`src/rtl/sefd_pkg.sv`:
```
`default_nettype none

package sefd_pkg;

    // framing bytes
    localparam logic [7:0] STX_BYTE = 8'h5A;
    localparam logic [7:0] ETX_BYTE = 8'hA5;

    // field widths
    localparam int BYTE_W = 8;
    localparam int LEN_W  = 7;

    // default payload buffer depth
    localparam int MAX_PAYLOAD_DEF = 64;

    // controller states
    typedef enum logic [2:0] {
        ST_HUNT,
        ST_ID,
        ST_LENH,
        ST_LENL,
        ST_DATA,
        ST_BCC,
        ST_ETX,
        ST_DRAIN
    } t_state;

    // commands from controller to datapath
    typedef struct packed {
        logic cap_id;
        logic cap_lenh;
        logic cap_lenl;
        logic wr_data;
        logic xor_en;
        logic clr;
        logic cnt_clr;
        logic start_drain;
        logic draining;
    } t_dp_cmd;

    // status from datapath to controller
    typedef struct packed {
        logic is_stx;
        logic is_etx;
        logic len_too_big;
        logic len_zero;
        logic data_last;
        logic xor_match;
        logic drain_done;
    } t_dp_sts;

endpackage

`default_nettype wire

```
`src/rtl/sefd_if.sv`:
```
`default_nettype none

// received byte channel
interface sefd_in_if
    import sefd_pkg::*;
();
    logic              valid;
    logic              ready;
    logic [BYTE_W-1:0] rx_byte;

    modport source (output valid, output rx_byte, input ready);
    modport sink   (input valid, input rx_byte, output ready);
endinterface

// result channel
interface sefd_out_if
    import sefd_pkg::*;
();
    logic              valid;
    logic              ready;
    logic [BYTE_W-1:0] frame_id;
    logic [LEN_W-1:0]  payload_length;
    logic [BYTE_W-1:0] data_byte;
    logic              empty_res;
    logic              last;

    modport source (output valid, output frame_id, output payload_length,
                    output data_byte, output empty_res, output last, input ready);
    modport sink   (input valid, input frame_id, input payload_length,
                    input data_byte, input empty_res, input last, output ready);
endinterface

`default_nettype wire

```
`src/rtl/sefd_ctrl.sv`:
```
`default_nettype none

module sefd_ctrl
    import sefd_pkg::*;
(
    input  wire logic    i_clk,
    input  wire logic    i_rst_n,
    input  wire logic    i_in_valid,
    output logic         o_in_ready,
    input  wire t_dp_sts i_sts,
    output t_dp_cmd      o_cmd
);

    t_state r_state;
    t_state n_state;
    logic   fire;

    // state register
    always_ff @(posedge i_clk) begin
        if (!i_rst_n) begin
            r_state <= ST_HUNT;
        end else begin
            r_state <= n_state;
        end
    end

    assign o_in_ready = (r_state != ST_DRAIN);
    assign fire       = i_in_valid && o_in_ready;

    // next state and commands
    always_comb begin
        n_state = r_state;
        o_cmd   = '0;
        o_cmd.draining = (r_state == ST_DRAIN);
        unique case (r_state)
            ST_HUNT: begin
                if (fire && i_sts.is_stx) begin
                    o_cmd.clr = 1'b1;
                    n_state   = ST_ID;
                end
            end
            ST_ID: begin
                if (fire) begin
                    o_cmd.cap_id = 1'b1;
                    o_cmd.xor_en = 1'b1;
                    n_state      = ST_LENH;
                end
            end
            ST_LENH: begin
                if (fire) begin
                    o_cmd.cap_lenh = 1'b1;
                    o_cmd.xor_en   = 1'b1;
                    n_state        = ST_LENL;
                end
            end
            ST_LENL: begin
                if (fire) begin
                    o_cmd.cap_lenl = 1'b1;
                    o_cmd.xor_en   = 1'b1;
                    o_cmd.cnt_clr  = 1'b1;
                    if (i_sts.len_too_big) begin
                        o_cmd.clr = 1'b1;
                        n_state   = i_sts.is_stx ? ST_ID : ST_HUNT;
                    end else if (i_sts.len_zero) begin
                        n_state = ST_BCC;
                    end else begin
                        n_state = ST_DATA;
                    end
                end
            end
            ST_DATA: begin
                if (fire) begin
                    o_cmd.wr_data = 1'b1;
                    o_cmd.xor_en  = 1'b1;
                    if (i_sts.data_last) begin
                        n_state = ST_BCC;
                    end
                end
            end
            ST_BCC: begin
                if (fire) begin
                    if (i_sts.xor_match) begin
                        n_state = ST_ETX;
                    end else begin
                        o_cmd.clr = 1'b1;
                        n_state   = i_sts.is_stx ? ST_ID : ST_HUNT;
                    end
                end
            end
            ST_ETX: begin
                if (fire) begin
                    o_cmd.clr = 1'b1;
                    if (i_sts.is_etx) begin
                        o_cmd.start_drain = 1'b1;
                        n_state           = ST_DRAIN;
                    end else begin
                        n_state = i_sts.is_stx ? ST_ID : ST_HUNT;
                    end
                end
            end
            ST_DRAIN: begin
                if (i_sts.drain_done) begin
                    n_state = ST_HUNT;
                end
            end
            default: begin
                n_state = ST_HUNT;
            end
        endcase
    end

endmodule

`default_nettype wire

```
`src/rtl/sefd_dp.sv`:
```
`default_nettype none

module sefd_dp
    import sefd_pkg::*;
#(
    parameter int MAX_PAYLOAD = MAX_PAYLOAD_DEF
) (
    input  wire logic              i_clk,
    input  wire logic              i_rst_n,
    input  wire logic [BYTE_W-1:0] i_rx_byte,
    input  wire t_dp_cmd           i_cmd,
    output t_dp_sts                o_sts,
    input  wire logic              i_out_ready,
    output logic                   o_out_valid,
    output logic [BYTE_W-1:0]      o_frame_id,
    output logic [LEN_W-1:0]       o_payload_length,
    output logic [BYTE_W-1:0]      o_data_byte,
    output logic                   o_empty_res,
    output logic                   o_last
);

    localparam int ADDR_W = (MAX_PAYLOAD > 1) ? $clog2(MAX_PAYLOAD) : 1;

    logic [BYTE_W-1:0] r_id;
    logic [BYTE_W-1:0] r_len_hi;
    logic [LEN_W-1:0]  r_len;
    logic [LEN_W-1:0]  r_count;
    logic [BYTE_W-1:0] r_xor;
    logic [BYTE_W-1:0] r_mem [MAX_PAYLOAD];

    logic [LEN_W-1:0]  r_rd_addr;
    logic              r_pend;
    logic [BYTE_W-1:0] r_mem_q;
    logic              r_q_last;
    logic              r_q_empty;

    logic              r_o_valid;
    logic [BYTE_W-1:0] r_o_id;
    logic [LEN_W-1:0]  r_o_len;
    logic [BYTE_W-1:0] r_o_data;
    logic              r_o_empty;
    logic              r_o_last;

    logic [LEN_W-1:0]  n_total;
    logic              issued_all;
    logic              rd_en;
    logic              load;
    logic [BYTE_W-1:0] count_inc;

    // frame header and check registers
    always_ff @(posedge i_clk) begin
        if (!i_rst_n) begin
            r_id     <= '0;
            r_len_hi <= '0;
            r_len    <= '0;
            r_count  <= '0;
            r_xor    <= '0;
        end else begin
            if (i_cmd.cap_id) begin
                r_id <= i_rx_byte;
            end
            if (i_cmd.cap_lenh) begin
                r_len_hi <= i_rx_byte;
            end
            if (i_cmd.cap_lenl) begin
                r_len <= i_rx_byte[LEN_W-1:0];
            end
            if (i_cmd.clr) begin
                r_xor <= '0;
            end else if (i_cmd.xor_en) begin
                r_xor <= r_xor ^ i_rx_byte;
            end
            if (i_cmd.clr || i_cmd.cnt_clr) begin
                r_count <= '0;
            end else if (i_cmd.wr_data) begin
                r_count <= r_count + LEN_W'(1);
            end
        end
    end

    // payload buffer write
    always_ff @(posedge i_clk) begin
        if (i_cmd.wr_data) begin
            r_mem[r_count[ADDR_W-1:0]] <= i_rx_byte;
        end
    end

    // status toward the controller
    assign count_inc = {1'b0, r_count} + BYTE_W'(1);
    always_comb begin
        o_sts.is_stx      = (i_rx_byte == STX_BYTE);
        o_sts.is_etx      = (i_rx_byte == ETX_BYTE);
        o_sts.len_too_big = (r_len_hi != '0) || (i_rx_byte > BYTE_W'(MAX_PAYLOAD));
        o_sts.len_zero    = (r_len_hi == '0) && (i_rx_byte == '0);
        o_sts.data_last   = (count_inc >= {1'b0, r_len});
        o_sts.xor_match   = (i_rx_byte == r_xor);
        o_sts.drain_done  = issued_all && !r_pend;
    end

    // drain sequencing: read stage then output register
    assign n_total    = (r_len == '0) ? LEN_W'(1) : r_len;
    assign issued_all = (r_rd_addr == n_total);
    assign load       = r_pend && (!r_o_valid || i_out_ready);
    assign rd_en      = i_cmd.draining && !issued_all && (!r_pend || load);

    always_ff @(posedge i_clk) begin
        if (!i_rst_n) begin
            r_rd_addr <= '0;
            r_pend    <= 1'b0;
        end else begin
            if (i_cmd.start_drain) begin
                r_rd_addr <= '0;
            end else if (rd_en) begin
                r_rd_addr <= r_rd_addr + LEN_W'(1);
            end
            if (rd_en) begin
                r_pend <= 1'b1;
            end else if (load) begin
                r_pend <= 1'b0;
            end
        end
    end

    // registered buffer read
    always_ff @(posedge i_clk) begin
        if (rd_en) begin
            r_mem_q   <= r_mem[r_rd_addr[ADDR_W-1:0]];
            r_q_last  <= (r_rd_addr == n_total - LEN_W'(1));
            r_q_empty <= (r_len == '0);
        end
    end

    // output register
    always_ff @(posedge i_clk) begin
        if (!i_rst_n) begin
            r_o_valid <= 1'b0;
        end else if (load) begin
            r_o_valid <= 1'b1;
        end else if (i_out_ready) begin
            r_o_valid <= 1'b0;
        end
    end

    always_ff @(posedge i_clk) begin
        if (load) begin
            r_o_id    <= r_id;
            r_o_len   <= r_len;
            r_o_data  <= r_q_empty ? '0 : r_mem_q;
            r_o_empty <= r_q_empty;
            r_o_last  <= r_q_last;
        end
    end

    assign o_out_valid      = r_o_valid;
    assign o_frame_id       = r_o_id;
    assign o_payload_length = r_o_len;
    assign o_data_byte      = r_o_data;
    assign o_empty_res      = r_o_empty;
    assign o_last           = r_o_last;

endmodule

`default_nettype wire

```
`src/rtl/stx_etx_frame_deframer_top.sv`:
```
// STX/ETX deframer with XOR block check.
// i_rx carries received bytes (valid/ready); o_res carries one request per
// payload byte: frame id, payload length, data byte, empty flag, last flag.
// Frames are STX 0x5A, id, length high, length low, payload, BCC, ETX 0xA5.
// Outside a drain i_rx takes one byte per cycle. After a correct ETX
// the input stalls while the payload drains from the buffer: each
// result passes the buffer read stage and then the output register,
// one result per cycle while o_res is ready, and i_rx is held off until
// the drain ends (an empty frame gives one result marked empty and last).
// The drain rate is set by the single read port of the payload buffer.
// A bad check byte, missing ETX or oversized length drops the frame with
// no result; a dropping byte of 0x5A opens a new frame.
// When o_res stalls the result holds in the output register and the drain
// waits; bytes are taken again once the last result has left the read stage.
// Synchronous reset returns to hunting for STX and empties the output.
`default_nettype none

module stx_etx_frame_deframer_top
    import sefd_pkg::*;
#(
    parameter int MAX_PAYLOAD = MAX_PAYLOAD_DEF
) (
    input wire logic   i_clk,
    input wire logic   i_rst_n,
    sefd_in_if.sink    i_rx,
    sefd_out_if.source o_res
);

    t_dp_cmd cmd;
    t_dp_sts sts;

    // sequencing
    sefd_ctrl u_ctrl (
        .i_clk      (i_clk),
        .i_rst_n    (i_rst_n),
        .i_in_valid (i_rx.valid),
        .o_in_ready (i_rx.ready),
        .i_sts      (sts),
        .o_cmd      (cmd)
    );

    // buffer, check and output
    sefd_dp #(
        .MAX_PAYLOAD (MAX_PAYLOAD)
    ) u_dp (
        .i_clk            (i_clk),
        .i_rst_n          (i_rst_n),
        .i_rx_byte        (i_rx.rx_byte),
        .i_cmd            (cmd),
        .o_sts            (sts),
        .i_out_ready      (o_res.ready),
        .o_out_valid      (o_res.valid),
        .o_frame_id       (o_res.frame_id),
        .o_payload_length (o_res.payload_length),
        .o_data_byte      (o_res.data_byte),
        .o_empty_res      (o_res.empty_res),
        .o_last           (o_res.last)
    );

`ifndef SYNTH
    // no byte taken while a payload drains
    a_no_rx_in_drain: assert property (@(posedge i_clk) disable iff (!i_rst_n)
        cmd.draining |-> !i_rx.ready)
        else $error("byte request accepted during drain");

    // an empty frame result closes its run
    a_empty_is_last: assert property (@(posedge i_clk) disable iff (!i_rst_n)
        (o_res.valid && o_res.empty_res) |-> o_res.last)
        else $error("empty result not marked last");

    // a non-final result means the drain is still running
    a_mid_run_draining: assert property (@(posedge i_clk) disable iff (!i_rst_n)
        (o_res.valid && !o_res.last) |-> cmd.draining)
        else $error("mid-run result outside drain");

    // a drain start leads into the drain with i_rx held off
    a_drain_start: assert property (@(posedge i_clk) disable iff (!i_rst_n)
        cmd.start_drain |=> (cmd.draining && !i_rx.ready))
        else $error("drain did not start after ETX");
`endif

endmodule

`default_nettype wire
```
`src/flat_wrapper.sv`:
```
// flat-port wrapper written by rule: the top's interface ports become plain ports
module stx_etx_frame_deframer_top_flat import sefd_pkg::*;
#(
    parameter int MAX_PAYLOAD = MAX_PAYLOAD_DEF
)
  (i_clk, i_rst_n, i_rx_valid, i_rx_rx_byte, i_rx_ready, o_res_valid, o_res_frame_id, o_res_payload_length, o_res_data_byte, o_res_empty_res, o_res_last, o_res_ready);
  sefd_in_if i_rx_i ();
  sefd_out_if o_res_i ();
  input wire logic i_clk;
  input wire logic i_rst_n;
  input wire logic [$bits(i_rx_i.valid)-1:0] i_rx_valid;
  input wire logic [$bits(i_rx_i.rx_byte)-1:0] i_rx_rx_byte;
  output wire logic [$bits(i_rx_i.ready)-1:0] i_rx_ready;
  output wire logic [$bits(o_res_i.valid)-1:0] o_res_valid;
  output wire logic [$bits(o_res_i.frame_id)-1:0] o_res_frame_id;
  output wire logic [$bits(o_res_i.payload_length)-1:0] o_res_payload_length;
  output wire logic [$bits(o_res_i.data_byte)-1:0] o_res_data_byte;
  output wire logic [$bits(o_res_i.empty_res)-1:0] o_res_empty_res;
  output wire logic [$bits(o_res_i.last)-1:0] o_res_last;
  input wire logic [$bits(o_res_i.ready)-1:0] o_res_ready;
  assign i_rx_i.valid = i_rx_valid;
  assign i_rx_i.rx_byte = i_rx_rx_byte;
  assign i_rx_ready = i_rx_i.ready;
  assign o_res_valid = o_res_i.valid;
  assign o_res_frame_id = o_res_i.frame_id;
  assign o_res_payload_length = o_res_i.payload_length;
  assign o_res_data_byte = o_res_i.data_byte;
  assign o_res_empty_res = o_res_i.empty_res;
  assign o_res_last = o_res_i.last;
  assign o_res_i.ready = o_res_ready;
  stx_etx_frame_deframer_top #(.MAX_PAYLOAD(MAX_PAYLOAD)) u_core (.i_clk(i_clk), .i_rst_n(i_rst_n), .i_rx(i_rx_i), .o_res(o_res_i));
endmodule
```
`config.mk`:
```
export PLATFORM = sky130hd
export DESIGN_NAME = stx_etx_frame_deframer_top_flat
export DESIGN_NICKNAME = d
export VERILOG_FILES = /design/src/rtl/sefd_pkg.sv /design/src/rtl/sefd_if.sv /design/src/rtl/sefd_ctrl.sv /design/src/rtl/sefd_dp.sv /design/src/rtl/stx_etx_frame_deframer_top.sv /design/src/flat_wrapper.sv
export SDC_FILE = /design/constraint.sdc
export NUM_CORES = 1
export LEC_CHECK = 0
export ABC_AREA = 1
export BUFFER_PORTS_ARGS = -buffer_cell sky130_fd_sc_hd__buf_2
export CAP_MARGIN = 20
export CELL_PAD_IN_SITES_DETAIL_PLACEMENT = 1
export CELL_PAD_IN_SITES_GLOBAL_PLACEMENT = 2
export CORE_MARGIN = 5
export CORE_UTILIZATION = 39
export CTS_CLUSTER_DIAMETER = 80
export DETAILED_ROUTE_END_ITERATION = 6
export PLACE_DENSITY = 0.8
export SYNTH_ARGS = -nofsm -noshare
export SYNTH_HDL_FRONTEND = slang
export SYNTH_SLANG_ARGS = --single-unit
```
`constraint.sdc`:
```
create_clock -name i_clk -period 2 [get_ports i_clk]
set_input_delay 0.2 -clock i_clk [delete_from_list [all_inputs] [get_ports i_clk]]
set_output_delay 0.2 -clock i_clk [all_outputs]
set_load 0.02 [all_outputs]
```
==> results of run 1 <==
[cells in the mapped netlist]
cell,instances,share of area
sky130_fd_sc_hd__or2_0,2,0.00051
sky130_fd_sc_hd__o21ai_1,9,0.0018
sky130_fd_sc_hd__nor4_4,1,0.00087
sky130_fd_sc_hd__buf_2,49,0.010
sky130_fd_sc_hd__dfxtp_1,50,0.041
sky130_fd_sc_hd__nand2_1,224,0.034
sky130_fd_sc_hd__clkbuf_1,37,0.0057
sky130_fd_sc_hd__nor2_4,2,0.00092
sky130_fd_sc_hd__a21boi_2,1,0.00046
sky130_fd_sc_hd__a21oi_2,1,0.00036
sky130_fd_sc_hd__a211oi_1,1,0.00031
sky130_fd_sc_hd__nor2_1,422,0.065
sky130_fd_sc_hd__nor2_2,4,0.0010
sky130_fd_sc_hd__o211ai_1,49,0.015
sky130_fd_sc_hd__or2_1,3,0.00077
sky130_fd_sc_hd__nand3_4,1,0.00071
sky130_fd_sc_hd__o221ai_1,14,0.0050
sky130_fd_sc_hd__buf_6,8,0.0037
sky130_fd_sc_hd__nand3_1,92,0.019
sky130_fd_sc_hd__ha_1,10,0.0051
sky130_fd_sc_hd__or2_2,2,0.00051
sky130_fd_sc_hd__nand3_2,5,0.0020
sky130_fd_sc_hd__a21oi_1,61,0.012
sky130_fd_sc_hd__xor2_1,8,0.0029
sky130_fd_sc_hd__a31oi_1,1,0.00026
sky130_fd_sc_hd__o22ai_1,59,0.015
sky130_fd_sc_hd__clkbuf_2,2,0.00041
sky130_fd_sc_hd__o21ai_0,288,0.059
sky130_fd_sc_hd__nand4_1,10,0.0026
sky130_fd_sc_hd__nand2_2,2,0.00051
sky130_fd_sc_hd__nand4_2,1,0.00051
sky130_fd_sc_hd__inv_4,1,0.00026
sky130_fd_sc_hd__inv_1,72,0.011
sky130_fd_sc_hd__buf_4,15,0.0046
sky130_fd_sc_hd__a21o_1,1,0.00031
sky130_fd_sc_hd__buf_1,3,0.00046
sky130_fd_sc_hd__nor3_2,1,0.00041
sky130_fd_sc_hd__a21boi_0,2,0.00061
sky130_fd_sc_hd__inv_2,10,0.0015
sky130_fd_sc_hd__edfxtp_1,547,0.67
sky130_fd_sc_hd__clkinv_1,1,0.00015
sky130_fd_sc_hd__nor3_1,5,0.0010
sky130_fd_sc_hd__o21bai_1,2,0.00061
sky130_fd_sc_hd__xnor2_1,8,0.0029
[what timing repair did]
action,4_1_cts,5_1_grt
endpoints found under the hold margin,13,0
pin swaps,17,54
buffers inserted,3,26
gates resized for setup,38,285
gates cloned,0,15
hold buffers,4,0
endpoints found under the setup margin,199,396
[worst max-delay path, cell delays in order, from the launching register on]
cell and delay (ns):
sky130_fd_sc_hd__dfxtp_4 0.39, sky130_fd_sc_hd__inv_4 0.04, sky130_fd_sc_hd__nor2_4 0.14, sky130_fd_sc_hd__inv_2 0.08, sky130_fd_sc_hd__o21ai_4 0.18, sky130_fd_sc_hd__inv_2 0.06, sky130_fd_sc_hd__ha_4 0.26, sky130_fd_sc_hd__nand2_1 0.05
sky130_fd_sc_hd__inv_1 0.05, sky130_fd_sc_hd__nand3_1 0.09, sky130_fd_sc_hd__or2_0 0.24, sky130_fd_sc_hd__nand3_2 0.13, sky130_fd_sc_hd__nand3_4 0.11, sky130_fd_sc_hd__nor2_2 0.13, sky130_fd_sc_hd__nor2_1 0.05
[logic make-up (layout without fill, tap and decap cells)]
kind of cell | Yosys count | count (layout) | synth area share
other | 0 | 3 | 0
and+or+nand+nor | 777 | 777 | 0.1300
xor gates and xnor gates | 16 | 16 | 0.005713
DFF | 597 | 597 | 0.7105
buffers and inverters | 198 | 491 | 0.03775
AOI/OAI and AO/OA | 489 | 489 | 0.1110
adders and majority gates | 10 | 10 | 0.005101
[registers in the layout (all words and copies together), names as in the netlist]
| name | count |
|---|---|
| u_core.u_dp.r_pend | 1 |
| u_core.u_dp.o_empty_res | 1 |
| u_core.u_dp.o_frame_id | 8 |
| u_core.u_dp.r_mem | 512 |
| u_core.u_dp.r_len_hi | 8 |
| u_core.u_dp.r_count | 7 |
| u_core.u_dp.r_rd_addr | 7 |
| u_core.u_dp.o_data_byte | 8 |
| u_core.u_dp.r_id | 8 |
| u_core.u_dp.r_xor | 8 |
| u_core.u_ctrl.r_state | 3 |
| u_core.u_dp.r_mem_q | 8 |
| u_core.u_dp.r_q_empty | 1 |
| u_core.u_dp.r_q_last | 1 |
| u_core.u_dp.o_out_valid | 1 |
| u_core.u_dp.r_len | 7 |
| u_core.u_dp.o_last | 1 |
| u_core.u_dp.o_payload_length | 7 |
[how the worst min path moves through the flow]
stage / depth (start not counted) / to / slack, ns / from
detailed placement: 0 / u_core.u_dp.o_frame_id[0] / 0.41 / u_core.u_dp.r_id[0]
finish: 3 / u_core.u_dp.r_len_hi[5] / 0.06 / i_rx_rx_byte[5]
CTS: 3 / u_core.u_dp.r_len_hi[5] / 0.04 / i_rx_rx_byte[5]
global route: 3 / u_core.u_dp.r_len_hi[5] / 0.07 / i_rx_rx_byte[5]
global placement: 0 / u_core.u_dp.o_frame_id[0] / 0.42 / u_core.u_dp.r_id[0]
floorplan: 0 / u_core.u_dp.r_mem[0][0] / 0.30 / i_rx_rx_byte[0]
[metrics by stage]
| stage | util | total power [mW] |
|---|---|---|
| after floorplan | - | 14.12 |
| after global placement | 0.4317 | 14.44 |
| after detailed placement | 0.4317 | 14.47 |
| after CTS | 0.4659 | 25.74 |
| after global routing | 0.4879 | 26.32 |
| final | 0.4880 | 25.52 |
[final cells by class]
class                   instances  area (µm²)  share of cell area
repair inverters                1       8.758           0.0002861
inverters                      84       335.3             0.01095
multi-input cells            1292        6822              0.2228
clock inverters                27       198.9            0.006499
clock buffers                  89        1779             0.05812
well taps                     846        1059             0.03458
diodes                          3       7.507           0.0002452
repair buffers                290        2950             0.09637
flip-flops and latches        597       17450              0.5701
[power by group]
part           internal (mW)  switching (mW)
combinational          0.142           0.434
clock                   6.40            4.89
sequential              13.6          0.0238
[routing by layer]
layer  wire [µm]  share of wire  vias up  GRT usage
met2       38810           0.48      598     0.3584
li1            -              -     7986          -
met4        2385          0.030        4    0.07793
met5          25        0.00031        -          0
met1       33520           0.42     9117     0.2938
met3        5675          0.071      130    0.04151
[placed cells by master, fill, tap and decap left out, types with 25 or more instances in the layout]
master / netlist / layout
sky130_fd_sc_hd__a21oi_1: 61 / 52
sky130_fd_sc_hd__buf_12: 0 / 27
sky130_fd_sc_hd__buf_2: 49 / 38
sky130_fd_sc_hd__buf_4: 15 / 152
sky130_fd_sc_hd__buf_6: 8 / 42
sky130_fd_sc_hd__clkbuf_16: 0 / 78
sky130_fd_sc_hd__dfxtp_1: 50 / 37
sky130_fd_sc_hd__edfxtp_1: 547 / 547
sky130_fd_sc_hd__inv_1: 72 / 62
sky130_fd_sc_hd__nand2_1: 224 / 212
sky130_fd_sc_hd__nand3_1: 92 / 69
sky130_fd_sc_hd__nand3_2: 5 / 25
sky130_fd_sc_hd__nor2_1: 422 / 367
sky130_fd_sc_hd__nor2_2: 4 / 33
sky130_fd_sc_hd__nor2_4: 2 / 28
sky130_fd_sc_hd__o211ai_1: 49 / 49
sky130_fd_sc_hd__o21ai_0: 288 / 227
sky130_fd_sc_hd__o21ai_1: 9 / 56
sky130_fd_sc_hd__o22ai_1: 59 / 53
==> Implementation_results.wiki, run 1 <==
{| class="wikitable"
! Metric !! Value
|-
| Power per cell area || 833.5 nW/µm²
|-
| Vias in the first global route || 17,986
|-
| Effective utilization at floorplan || 0.3910
|-
| Global route overflow || 0
|-
| Startpoint of the worst setup timing path || u_core.u_dp.r_count[0]
|-
| WL/cell || 24.91 µm
|-
| Count of clock tree sinks || 597
|-
| Portion of the clock cycle consumed by the worst path in the final layout || 1.064
|-
| Placement Cell Area || 27,080 µm²
|-
| Synthesized area || 24,530 µm²
|-
| Max Clock Freq || 470.1 MHz
|-
| Antenna Nets Post-Route || 0
|-
| Worst IR Drop VDD || 0.0006275 V
|-
| FF-to-FF Start || u_core.u_dp.r_count[0]
|-
| Endpoint of the worst-slack reg-to-reg timing path || u_core.u_ctrl.r_state[0]
|-
| Final Cell Area || 30,610 µm²
|-
| Setup slack after layout || -0.1270 ns
|-
| Final setup TNS || -0.4061 ns
|-
| Synth Instances || 2,087
|-
| Min Tclk post-route || 2.127 ns
|-
| Worst Hold Class || in2reg
|-
| Dpl ws || -0.2643 ns
|-
| Clock-pin slew reported for the worst setup and hold paths after clock tree synthesis || 0.06 ns
|-
| Critical setup path kind || reg2reg
|-
| Flop and latch count out of synthesis || 597
|-
| Global-route usage over all layers || 0.2191
|-
| # rows || 92
|-
| IO Count || 39
|-
| Area inside the core boundary || 62,740 µm²
|-
| Leakage power summed over all cells || 10.73 nW
|-
| Outcome || finished with violations
|-
| Count of unresolved DRC violations after routing || 0
|-
| Critical Path AT || 2.61 ns
|-
| Count of routing violations after the opening detailed-route iteration || 1,392
|-
| Height of the chip || 260.8 µm
|-
| Clock Root Buffer || sky130_fd_sc_hd__clkbuf_16
|-
| CP startpoint kind || flop
|-
| CP max FO || 4
|-
| Skew-Pair Late Insertion Delay || 0.61 ns
|-
| Number of nets in the layout || 2,354
|-
| Worst EP required || 2.48 ns
|-
| Initial antenna violation count || 6
|-
| CTS Buffer Depth || 3
|-
| Synthesized area per cell || 11.75 µm²
|-
| Part of the Yosys area used for sequential elements || 0.7105
|-
| Buffers added on ports || 38
|-
| Number of warnings issued by yosys || 0
|-
| Critical Path End Type || flop
|-
| Worst setup path endpoint || u_core.u_ctrl.r_state[0]
|-
| Placed cell count || 3,064
|-
| Max-slew violations || 0
|-
| GP Congestion || 0.8555
|-
| Post-route worst hold slack || 0.06172 ns
|-
| Area growth, synth to finish || 24.81%
|-
| Transition time of the tightest slew-check pin || 0.8689 ns
|-
| Reg-to-reg setup timing slack || -0.13 ns
|-
| Global-route wire length before repair || 112,300 µm
|-
| Full die area || 68,010 µm²
|-
| Reg2reg path depth || 14
|-
| Via count || 17,835
|-
| Maximum clock skew at final layout || 0.02505 ns
|-
| Unrepaired setup endpoints after global routing || true
|-
| Final number of hold-violating endpoints || 0
|-
| Final setup vio count || 6
|-
| Max-Slew Margin vs Limit || 0.4207
|-
| Pin count of the biggest net entering global routing || 67
|-
| Hpwl dp || 49,330 µm
|-
| Max capacitance violation total || 0
|-
| Proportion of layout cells with a drive suffix above 1 || 0.2311
|-
| First-pass iteration count of the detailed router || 5
|-
| Total CTS buffers || 66
|-
| Number of fillers in the final layout || 6,463
|-
| Failing checks || setup timing
|-
| Clock tree from TritonCTS || done
|-
| Width of the die || 260.8 µm
|-
| H-tree lvl count || 3
|-
| Post-detailed-route via-to-cell ratio || 5.523
|-
| Net Count, Synth || 2,109
|-
| Final routed wirelength across all metal layers || 80,420 µm
|-
| Final instance count without filler cells || 3,229
|-
| Number of library cell types mapped by synthesis || 44
|}
Power figures use the tool's default switching activity.
==> inputs of run 2 (changes only) <==
Settings changed: CORE_UTILIZATION 39 to 41, CTS_BUF_LIST set to sky130_fd_sc_hd__clkbuf_8, PLACE_DENSITY 0.8 to 0.83.
==> run 2 against run 1 <==
  * The run still ends with setup timing left
  * Sequential cell count stayed put
  * Count of clock-buffer cells in the layout is 10 higher
  * Register-to-register slack better by 0.03 ns
  * Total power is 4.0% lower
  * Clock skew is 0.017 ns higher
  * Maximum frequency is 1.5% higher
  * Worst setup slack better by 0.031 ns
  * Critical path depth is 5 lower
  * Sequential share of layout area is 0.56 points higher
  * Non-clock buffer count is 11 higher
  * Via count is 2.1% higher
  * Critical endpoint is now u_core.u_dp.r_mem_q[5]
  * Largest cell class unchanged
==> Implementation_results.wiki, run 2 (synthesis results as in run 1) <==
{| class="wikitable"
! Metric !! Value
|-
| Min Tclk post-route || 2.096 ns (-0.03073 ns)
|-
| Most common library cell in the layout ignoring fill and taps || sky130_fd_sc_hd__edfxtp_1
|-
| Via count || 18,214 (+2.1%)
|-
| Clock-pin slew reported for the worst setup and hold paths after clock tree synthesis || 0.07 ns (about the same)
|-
| Most common cell on crit path || sky130_fd_sc_hd__nand3_1
|-
| Vias in the first global route || 18,861 (+4.9%)
|-
| Count of unresolved DRC violations after routing || 0 (unchanged)
|-
| WL/cell || 24.60 µm (-1.2%)
|-
| Crit-path cells || buf_6, buf_8, clkbuf_16, o21ai_0, o211ai_1, nand3_1, nand4_1, nand3_1, nand2_1
|-
| Count of routing violations after the opening detailed-route iteration || 1,612 (+16%)
|-
| Outcome || finished with violations
|-
| GP Congestion || 0.8966 (+4.8%)
|-
| Clock tree from TritonCTS || done
|-
| Number of fillers in the final layout || 6,139 (-5.0%)
|-
| Final Cell Area || 30,300 µm² (-1.0%)
|-
| Buffers added on ports || 38 (unchanged)
|-
| CP startpoint kind || flop
|-
| Height of the chip || 254.6 µm (-2.4%)
|-
| H-tree lvl count || 3 (unchanged)
|-
| Global-route wire length before repair || 115,300 µm (+2.7%)
|-
| Portion of the clock cycle consumed by the worst path in the final layout || 1.048 (-0.01536)
|-
| Top library cells by usage in the layout, fill and taps aside || sky130_fd_sc_hd__edfxtp_1 (547), sky130_fd_sc_hd__nor2_1 (372), sky130_fd_sc_hd__o21ai_0 (229)
|-
| IO Count || 39 (unchanged)
|-
| Hpwl dp || 48,690 µm (-1.3%)
|-
| Max-Slew Margin vs Limit || 0.3893 (-0.03149)
|-
| Count of clock tree sinks || 597 (unchanged)
|-
| Failing checks || setup timing
|-
| Placement Cell Area || 26,980 µm² (-0.36%)
|-
| Initial antenna violation count || 4 (-2)
|-
| Proportion of layout cells with a drive suffix above 1 || 0.2359 (+0.004849)
|-
| Transition time of the tightest slew-check pin || 0.9161 ns (+0.04724 ns)
|-
| Global route overflow || 0 (unchanged)
|-
| Flip-flop count of the largest register, all copies and words added || 512 (unchanged)
|-
| Final number of hold-violating endpoints || 0 (unchanged)
|-
| Unrepaired setup endpoints after global routing || true
|-
| Full die area || 64,820 µm² (-4.7%)
|-
| Pin count of the biggest net entering global routing || 66 (-1.5%)
|-
| First-pass iteration count of the detailed router || 6 (+1)
|-
| Area growth, synth to finish || 23.55%
|-
| Total CTS buffers || 98 (+48%)
|-
| Max capacitance violation total || 0 (unchanged)
|-
| Maximum clock skew at final layout || 0.04162 ns (+0.01657 ns)
|-
| Antenna Nets Post-Route || 0 (unchanged)
|-
| Skew-Pair Late Insertion Delay || 0.70 ns (+0.09 ns)
|-
| Effective utilization at floorplan || 0.4148 (+0.02384)
|-
| Final routed wirelength across all metal layers || 79,450 µm (-1.2%)
|-
| Max Clock Freq || 477.0 MHz (+1.5%)
|-
| # rows || 89 (-3.3%)
|-
| Worst EP required || 2.46 ns (-0.02 ns)
|-
| Overall power after layout || 24.49 mW (-4.0%)
|-
| Critical Path End Type || flop
|-
| Power per cell area || 808.1 nW/µm² (-3.0%)
|-
| Worst IR Drop VDD || 0.0004746 V (-24%)
|-
| Worst-path cell with the longest stage delay || sky130_fd_sc_hd__dfxtp_4
|-
| Post-detailed-route via-to-cell ratio || 5.641 (+2.1%)
|-
| Setup slack after layout || -0.09632 ns (+0.03073 ns)
|-
| Max-slew violations || 0 (unchanged)
|-
| Max stage delay on crit path || 0.40 ns (about the same)
|-
| Final setup vio count || 11 (+5)
|-
| Area inside the core boundary || 59,130 µm² (-5.7%)
|-
| Final setup TNS || -0.6459 ns (-0.2398 ns)
|-
| Width of the die || 254.6 µm (-2.4%)
|-
| Critical setup path kind || reg2reg
|-
| Critical Path AT || 2.56 ns (-0.05 ns)
|-
| Worst Hold Class || in2reg
|-
| CTS Buffer Depth || 3 (unchanged)
|-
| CP max FO || 7 (+3)
|-
| Reg-to-reg setup timing slack || -0.1 ns (+0.03 ns)
|-
| Number of nets in the layout || 2,396 (+1.8%)
|-
| Global-route usage over all layers || 0.2352 (+0.01616)
|-
| Leakage power summed over all cells || 10.84 nW (+0.99%)
|-
| Util after Layout || 0.5125 (+0.02452)
|-
| Clock Root Buffer || sky130_fd_sc_hd__clkbuf_8
|}
run 2: cell count changes in the layout (fill, tap and decap cells not counted), moves of 10 or more:
| cell | delta |
|---|---|
| sky130_fd_sc_hd__nor2_4 | -10 |
| sky130_fd_sc_hd__clkbuf_8 | +97 |
| sky130_fd_sc_hd__inv_1 | +35 |
| sky130_fd_sc_hd__clkbuf_16 | -74 |
| sky130_fd_sc_hd__clkbuf_1 | -20 |
| sky130_fd_sc_hd__clkinv_1 | +13 |
run 2: path summary, 6_finish.rpt:
kind | start | end | cells past startpoint
setup reg to reg | u_core.u_dp.r_rd_addr[0] | u_core.u_dp.r_mem_q[5] | 9
hold / removal | i_rx_valid | u_core.u_dp.r_xor[6] | 6
hold reg to reg | u_core.u_dp.r_id[5] | u_core.u_dp.o_frame_id[5] | 0
setup / recovery | u_core.u_dp.r_rd_addr[0] | u_core.u_dp.r_mem_q[5] | 9
run 2: metrics by stage:
| step | hold WS [ns] | std cells | setup WS, ns |
|---|---|---|---|
| floorplan | 0.2989 | 2087 | -0.003071 |
| global placement | 0.4170 | 2997 | -0.1209 |
| detailed placement | 0.4218 | 2997 | -0.1731 |
| CTS | 0.05733 | 3207 | -0.02673 |
| global route | 0.09246 | 3228 | -0.2479 |
| finish | 0.1222 | 3229 | -0.09632 |
run 2: report_power, final:
part / switching (mW) / total [mW] / internal (mW)
sequential: 0.0230 / 13.7 / 13.6
clock: 4.98 / 10.3 / 5.27
combinational: 0.434 / 0.580 / 0.146
run 2: metal layers:
layer  GRT usage  up-vias  part of all wire
met5           0        -           0.00039
met4     0.09416        4             0.034
met3     0.05211      152             0.071
met2      0.3800      645              0.48
met1      0.3121     9340              0.42
li1            -     8073                 -
run 2: repair_timing:
| action | 4_1_cts | 5_1_grt |
|---|---|---|
| endpoints found under the setup margin | 86 | 486 |
| hold buffers | 10 | 0 |
| gates cloned | 4 | 7 |
| gates resized for setup | 65 | 217 |
| endpoints found under the hold margin | 36 | 0 |
| buffers inserted | 16 | 14 |
| pin swaps | 30 | 69 |
run 2: area by class of cell:
class / count / area [µm²] / area share
multi-input cells: 1292 / 6734 / 0.2222
diodes: 2 / 5.005 / 0.0001652
repair buffers: 301 / 2964 / 0.09781
clock inverters: 81 / 485.5 / 0.01602
inverters: 84 / 337.8 / 0.01115
flip-flops and latches: 597 / 17450 / 0.5758
clock buffers: 99 / 1363 / 0.04496
well taps: 773 / 967.2 / 0.03192
run 2: worst max-delay path: cells and delay by family, from the launching register on:
family	cells	cell delay (ns)
simple gates	4	0.65
buf+inv	3	0.46
compound gates	2	0.36
flops	1	0.40
